===== config.mk =====
export PLATFORM = sky130hd
export DESIGN_NAME = sng_adj
export DESIGN_NICKNAME = d
export VERILOG_FILES = /design/src/rtl/sng_pkg.sv /design/src/rtl/sng_adj.sv
export SDC_FILE = /design/constraint.sdc
export NUM_CORES = 1
export LEC_CHECK = 0
export BUFFER_PORTS_ARGS = -buffer_cell sky130_fd_sc_hd__buf_2
export CORE_MARGIN = 4
export CORE_UTILIZATION = 52
export DETAILED_ROUTE_END_ITERATION = 7
export PLACE_DENSITY = 0.93
export SLEW_MARGIN = 10
export SYNTH_ARGS = -nofsm -noshare
export SYNTH_HDL_FRONTEND = slang
export SYNTH_SLANG_ARGS = --single-unit

===== constraint.sdc =====
create_clock -name vclk -period 3
set_input_delay 0.3 -clock vclk [all_inputs]
set_output_delay 0.3 -clock vclk [all_outputs]
set_load 0.05 [all_outputs]

===== src/rtl/sng_pkg.sv =====
`timescale 1ns / 1ps

package sng_pkg;

  // Defaults for the top level parameters
  localparam int MAX_SURFELS_DEF    = 32;
  localparam int MAX_FRAMES_DEF     = 8;
  localparam int COORD_BITS_DEF     = 12;

  // Fixed field widths
  localparam int FRAME_W            = 8;
  localparam int PIX_W              = 12;
  localparam int IDX_W              = 5;
  localparam int MASK_OUT_W         = 32;

  // Input command codes
  localparam logic CMD_ADD          = 1'b0;
  localparam logic CMD_CLEAR        = 1'b1;

  typedef enum logic [2:0] {
    ST_IDLE,
    ST_CNT,
    ST_RD,
    ST_CMP,
    ST_EMIT
  } state_t;

  // Result of one compare-unit pass
  typedef struct packed {
    logic feq;
    logic flt;
    logic adj;
  } cmp_t;

endpackage


===== src/rtl/sng_adj.sv =====
`timescale 1ns / 1ps

// Shared compare unit: frame order plus pixel adjacency of two entries.
module sng_adj import sng_pkg::*; #(
  parameter int CW = COORD_BITS_DEF
) (
  input  logic [FRAME_W-1:0] frame_a,
  input  logic [CW-1:0]      x_a,
  input  logic [CW-1:0]      y_a,
  input  logic [FRAME_W-1:0] frame_b,
  input  logic [CW-1:0]      x_b,
  input  logic [CW-1:0]      y_b,
  input  logic               eight_conn,
  output cmp_t               res
);

  logic [CW-1:0] dx;
  logic [CW-1:0] dy;
  logic          dx0, dy0, dx1, dy1;

  always_comb begin
    dx  = (x_a >= x_b) ? (x_a - x_b) : (x_b - x_a);
    dy  = (y_a >= y_b) ? (y_a - y_b) : (y_b - y_a);
    dx0 = (dx == '0);
    dy0 = (dy == '0);
    dx1 = (dx == CW'(1));
    dy1 = (dy == CW'(1));

    res.feq = (frame_a == frame_b);
    res.flt = (frame_a < frame_b);
    if (eight_conn) begin
      res.adj = (dx0 || dx1) && (dy0 || dy1) && !(dx0 && dy0);
    end else begin
      res.adj = (dx1 && dy0) || (dx0 && dy1);
    end
  end

endmodule


==> results.toml <==
[flow_run]
max-cap-violations = 0

[route]
wl_per_cell_um = 14.78
drt_pass1_iterations = 7
viasPerCell = 5.784
drtAntennaViolNets = 0
drc = 0
wirelength_um = 8898
num_vias = 3482
drt_iter0_markers = 285

[run_status]
status = "finished, violations left"
violations = "negative setup slack"

[layout]
nets = 657
drive_above_1_share = 0.3910
nFlopsAndLatches = 0
nClkBuffers = 0
area_delta_synth_final_pct = 45.96
antenna_cells = 0
stdcell_count = 602
seqCellArea_sq_um = 0

[global_routing]
antenna_found_initial = 0
grtUsageTotal = 0.2621
grt_pass1_wl_um = 14260
globalRouteOverflowTotal = 0
grt_pass1_vias = 3596
grt_max_degree = 9

[critical_path]
cp_max_fo = 4
cp-start-kind = "primary input"
path_class = "primary input to output pin"
required_ns = 2.70
cp-end-kind = "output pin"
cp_data_arrival_time_ns = 3.19

[sta]
hold_viol_final = 0
slew_headroom = 0.7492
setup_ws_ns = -0.4910
drv_slew = 0
finalSetupViolations = 1
finalCriticalPeriod_ns = 3.491
worstMarginPinSlew_ns = 0.3745
max_freq_mhz = 286.5
rsz0062_at_grt = "true"
whs_ns = 1.060
finalCritPeriodShare = 1.164

[yosys]
ys_warn_count = 0
yosysTopAreaCell = "ha_1"
netlist-cell-type-count = 60
synthesis.area_sq_um = 2709
yosysSeqAreaShare = 0
postSynthCellCount = 382
synth.net_count = 505
synthDominantCellAreaShare = 0.2494
synth_common_cells = "58 x inv_1, 54 x ha_1, 31 x a21oi_1, 26 x nand2_1, 20 x nor2_1"
yosys-top-cells-area = "ha_1 25%, inv_1 8.0%, a21oi_1 5.7%"
yosysMostFrequentCell = "inv_1"
postSynthAreaPerCell_sq_um = 7.091

[placement]
gp_congestion = 0.9599
post-place-ws_ns = -0.7115
place_hpwl_um = 7128
io_buffers = 68
dp.cells = 595

[floorplanning]
die_area_sq_um = 6428
core_area_sq_um = 5075
num_rows = 26
start_util = 0.5338
die_y_um = 80.18
die_w_um = 80.18
ios = 68

[power]
power_density_nw_per_um2 = 212.3
power_uw = 839.4
ir_drop_mv = 0.1350
p_leak_nw = 2.089

[hold_path]
hold_path_class = "primary input to output pin"
min-delay-start = "frame_a[7]"
hold_depth = 4
hold_end = "res[1]"

[clock_network]
ctsHoldBuffers = 0
## routing by layer
layer	up-vias	share of wire	global-route usage
met5	-	0	0
met4	0	0.035	0.09628
met3	45	0.067	0.01794
met2	186	0.53	0.5348
met1	1608	0.37	0.2725
li1	1643	-	-
## stage by stage
step / area [sq um] / utilization / TNS, ns
3_5_place_dp: 3779 / 0.7446 / -0.7115
3_3_place_gp: 3779 / 0.7446 / -0.4912
6_report: 3954 / 0.7791 / -0.4910
4_1_cts: 3854 / 0.7594 / -0.4384
2_1_floorplan: 2800 / - / -0.2916
5_1_grt: 3954 / 0.7791 / -0.5703
## worst max-delay path, cell delays in order
cell      delay [ns]
buf_6           0.07
inv_2           0.03
ha_4            0.15
fa_2            0.35
and2b_2         0.27
o22ai_4         0.10
a211oi_4        0.28
o21a_2          0.23
buf_6           0.12
nand2_2         0.05
o31a_1          0.32
or4_4           0.43
nor4_4          0.28
buf_6           0.20
## logic make-up after synthesis
| group | after synthesis | share of synthesized area |
|---|---|---|
| and+or+nand+nor | 111 | 0.2166 |
| xor gates and xnor gates | 20 | 0.06467 |
| AOI/OAI and AO/OA | 108 | 0.2693 |
| muxes | 13 | 0.04942 |
| buffers and inverters | 72 | 0.1210 |
| adders and majority gates | 58 | 0.2790 |
## layout by cell type (no fill, tap or decap), types with 13 or more instances in the layout
cell type / Yosys / layout
a21oi_1: 31 / 27
buf_2: 4 / 65
buf_4: 4 / 93
ha_1: 54 / 51
inv_1: 58 / 57
nand2_1: 26 / 24
nand3_1: 15 / 14
nor2_1: 20 / 20
o21ai_0: 18 / 14
xnor2_1: 13 / 13
## how the worst max path moves through the flow
stage          startpoint      to  slack (ns)  cells after the start
2_1_floorplan      y_a[7]  res[0]       -0.29                     13
3_3_place_gp       y_a[0]  res[0]       -0.49                     14
3_5_place_dp       y_a[0]  res[0]       -0.71                     14
4_1_cts            x_a[0]  res[0]       -0.44                     14
5_1_grt            x_a[2]  res[0]       -0.57                     14
6_report           y_a[0]  res[0]       -0.49                     14
## area by class of cell
cell class | count | area, sq um
inverter | 58 | 217.7
multi-input combinational | 310 | 2557
fill | 342 | 1121
timing repair buffer | 164 | 1091
tap | 70 | 87.58
## what timing repair did
item	in CTS	in global routing
buffers inserted	4	3
resized for setup	14	19
pin swaps	9	11
setup endpoints to repair	1	1
## where the power goes
part / switching, mW / total (mW) / internal (mW)
Sequential: 0 / 0 / 0
Combinational: 0.427 / 0.839 / 0.412
Clock: 0 / 0 / 0
Total: 0.427 / 0.839 / 0.412
Note: power is estimated with default switching activity, not from simulation.
