## config.mk

```make
export PLATFORM = sky130hd
export DESIGN_NAME = sng_ram
export DESIGN_NICKNAME = d
export VERILOG_FILES = /design/src/rtl/sng_ram.sv
export SDC_FILE = /design/constraint.sdc
export NUM_CORES = 1
export LEC_CHECK = 0
export BUFFER_PORTS_ARGS = -buffer_cell sky130_fd_sc_hd__buf_2
export CORE_MARGIN = 2
export CORE_UTILIZATION = 40
export CTS_BUF_LIST = sky130_fd_sc_hd__clkbuf_8 sky130_fd_sc_hd__clkbuf_16
export DETAILED_ROUTE_END_ITERATION = 8
export SLEW_MARGIN = 20
export SYNTH_ARGS = -nofsm -noshare
export SYNTH_HDL_FRONTEND = slang
export SYNTH_SLANG_ARGS = --single-unit
```

## constraint.sdc

```tcl
create_clock -name clk -period 2.8 [get_ports clk]
set_input_delay 0.56 -clock clk [delete_from_list [all_inputs] [get_ports clk]]
set_output_delay 0.56 -clock clk [all_outputs]
set_load 0.05 [all_outputs]
```

## src/rtl/sng_ram.sv

```systemverilog
`timescale 1ns / 1ps

module sng_ram #(
  parameter int WIDTH = 8,
  parameter int DEPTH = 16,
  localparam int AW   = (DEPTH > 1) ? $clog2(DEPTH) : 1
) (
  input  logic             clk,
  input  logic             we,
  input  logic [AW-1:0]    wr_addr,
  input  logic [WIDTH-1:0] wr_data,
  input  logic [AW-1:0]    rd_addr_a,
  output logic [WIDTH-1:0] rd_data_a,
  input  logic [AW-1:0]    rd_addr_b,
  output logic [WIDTH-1:0] rd_data_b
);

  logic [WIDTH-1:0] mem [DEPTH];

  always_ff @(posedge clk) begin
    if (we) begin
      mem[wr_addr] <= wr_data;
    end
    rd_data_a <= mem[rd_addr_a];
    rd_data_b <= mem[rd_addr_b];
  end

endmodule

```

==> results.md <==
* Fmax achieved at 525.1 MHz
* Register area share after synthesis at 65.62%
* I/O Pins at 38
* Crit Path Class: in -> reg
* Sw frac at 21.76%
* FF+latch count, synth at 144
* Final Critical Period at 1.905 ns
* Port bufs at 37
* R2R Setup Slk at 1.28 ns
* Insertion delay to the later sink of the worst-skew pair at 0.42 ns
* Area growth, synth to finish at 17.69%
* Outcome: finished, final reports clean
* Largest cells by area after synthesis: edfxtp_1 61%, mux4_2 12%, mux4_1 12%
* Final Setup Violations at 0
* Pwr per Cell Area at 682.6 mW/mm^2
* Yosys top cell area share at 60.57%
* Post-CTS Setup Bufs at 0
* Met2 Routed Length at 7199 um
* Critical path fanouts, max at 14
* Met3 wire len at 975 um
* Peak VDD IR at 436.2 uV
* Highest Signal Layer: met4
* Placed Cells at 565
* DRC at 0
* Crit path capture: rd_data_b[3]$_DFF_P_
* Unrepaired setup endpoints after global routing: false
* Final Skew at 0.01628 ns
* RR Startpoint: mem[3][7]$_DFFE_PP_
* Max-slew violations at 0
* First-pass GRT wire length at 21750 um
* Max clock buf depth at 2
* Initial Util at 40.39%
* Syn Nets at 329
* Mean post-synth cell area at 20.67 um^2
* Vias in the first global route at 3545
* Max-cap check violation count at 0
* Layout Nets at 390
* # hold bufs at CTS at 0
* Critical path, cell by cell: buf_2 -> buf_12 -> mux4_1 -> a22oi_1 -> nand2_1
* Vias at 3362
* Routed WL at 14550 um
* Crit path from: rd_addr_b[0]
* Psw at 0.001109 W
* Critical Path RT at 3.09 ns
* Critical Path AT at 2.19 ns
* Final instance count without filler cells at 597
* Antenna cells at 0
* Leak pwr at 2.614 nW
* R2r worst-path depth at 3
* Cell variety after synth at 20
* Die W at 130.0 um
* TNS Setup at 0 ns
* Core area at 0.01571 mm^2
* Share of layout cells above drive strength 1 at 33.33%
* Initial drt markers at 268
* Layout fillers at 1306
* Worst slew pin tran at 0.7990 ns
* Final Hold Viols at 0
* Post-synthesis cell type with the largest combined area: edfxtp_1
* Gate Count Post-Synth at 307
* Worst-path clk slew at 0.06 ns
* Hold Slack at 0.5251 ns
* H-tree depth at 4
* Critical path's largest stage delay at 0.57 ns
* Post-DRT Antenna Nets at 0
* Crit end category: flip-flop
* DR WL/cell at 24.37 um
* Crit path launch type: primary input
* CTS sink cnt at 144
* Comb pwr share at 9.0%
* Post-CTS sizing at 0
* Commonest non-fill, non-tap cell in the layout: edfxtp_1
* Commonest non-fill, non-tap cells in the layout: 128 x edfxtp_1, 37 x buf_2, 34 x mux4_2
* Hold WC Path Type: in -> reg
* Internal power at 0.003989 W
* GR Util All Layers at 18.64%
* Worst rel slew slack at 46.53%
* Met1 Routed Length at 6101 um
* Largest net degree at the start of global routing at 22
* Vias/cell at 5.631
* Yosys warning count at 0
* RR Endpoint: rd_data_b[7]$_DFF_P_
* Initial antenna violation count at 0
* Cell Area, Synth at 0.006346 mm^2
* Clock power share at 43.3%
* DIE AREA at 0.01689 mm^2
* FP Rows at 46
* Die height at 130.0 um
* Sequential cell fraction of total power at 47.6%
* Final period utilization at 68.02%
* Dpl hpwl at 9418 um
* TritonCTS Buffers at 17
* GRT Residual Overflow at 0
* Clock root buffer: clkbuf_16
* GP Congestion at 0.7703
* First-pass detailed-route iteration total at 4
* CTS tree: done
* Slowest cell on crit path: mux4_1
==> synthesized netlist by cell type <==
master	count
buf_2	6
mux4_4	2
or3b_2	1
nand3b_1	2
dfxtp_1	16
nor2_1	14
buf_6	6
mux4_2	34
a22oi_1	32
nand3_1	1
clkdlybuf4s25_2	6
buf_4	2
and2b_1	2
mux4_1	28
edfxtp_1	128
nor2b_1	2
nor3_1	4
nand2_1	17
and2_1	2
nand2b_1	2
==> registers in the layout, summed over array words and instances (netlist names) <==
signal     count
mem          128
rd_data_a      8
rd_data_b      8
==> layer usage <==
metal	vias to the layer above	track usage [%]
li1	1464	-
met1	1760	25.02
met2	120	29.72
met3	18	4.223
met4	0	7.717
met5	-	0
==> through the flow <==
step	area (um^2)	util (%)	total power [W]	setup slack (ns)
floorplan	6346	-	0.002780	0.7471
global placement	6879	43.78	0.002928	0.4771
detailed placement	6879	43.78	0.002937	0.4545
CTS	7468	47.53	0.005142	0.8949
global route	7468	47.53	0.005266	0.8428
finish	7468	47.53	0.005098	0.8954
==> worst min path at each step <==
stage                         startpoint                   end  slack [ns]  cells after the start
floorplan            mem[7][1]$_DFFE_PP_  rd_data_a[1]$_DFF_P_        0.65                      3
global placement     mem[7][1]$_DFFE_PP_  rd_data_a[1]$_DFF_P_        0.68                      3
detailed placement  mem[14][7]$_DFFE_PP_  rd_data_b[7]$_DFF_P_        0.69                      3
CTS                           wr_data[7]  mem[10][7]$_DFFE_PP_        0.51                      1
global route                  wr_data[7]   mem[5][7]$_DFFE_PP_        0.52                      1
finish                        wr_data[7]   mem[5][7]$_DFFE_PP_        0.53                      1
==> power groups by stage <==
stage	Combinational, W	Clock, W	Sequential, W
after detailed placement	0.000464	0	0.00247
after floorplan	0.000217	0	0.00256
after global placement	0.000457	0	0.00247
after CTS	0.000465	0.00225	0.00243
after global routing	0.000487	0.00235	0.00243
final	0.000460	0.00221	0.00243
==> critical path, delay by kind of cell <==
kind | cells | cell delay (ns)
AO/OA/AOI/OAI | 1 | 0.29
AND/OR/NAND/NOR | 1 | 0.07
multiplexers | 1 | 0.57
buffers and inverters | 2 | 0.69
==> logic make-up after synthesis <==
kind of cell / Yosys count / synth area share [%]
mux: 64 / 24.45
buf+inv: 20 / 2.721
flops: 144 / 65.62
compound gates: 32 / 3.785
simple gates: 47 / 3.430
==> cell type report <==
class,instances,area [um^2],area share [%]
Tap cell,216,270.3,3.619
Sequential cell,144,4164,55.75
Clock buffer,22,494.2,6.618
Timing Repair Buffer,62,435.4,5.830
Clock inverter,10,95.09,1.273
Multi-Input combinational cell,143,2009,26.91
Note: power is estimated with default switching activity, not from simulation.
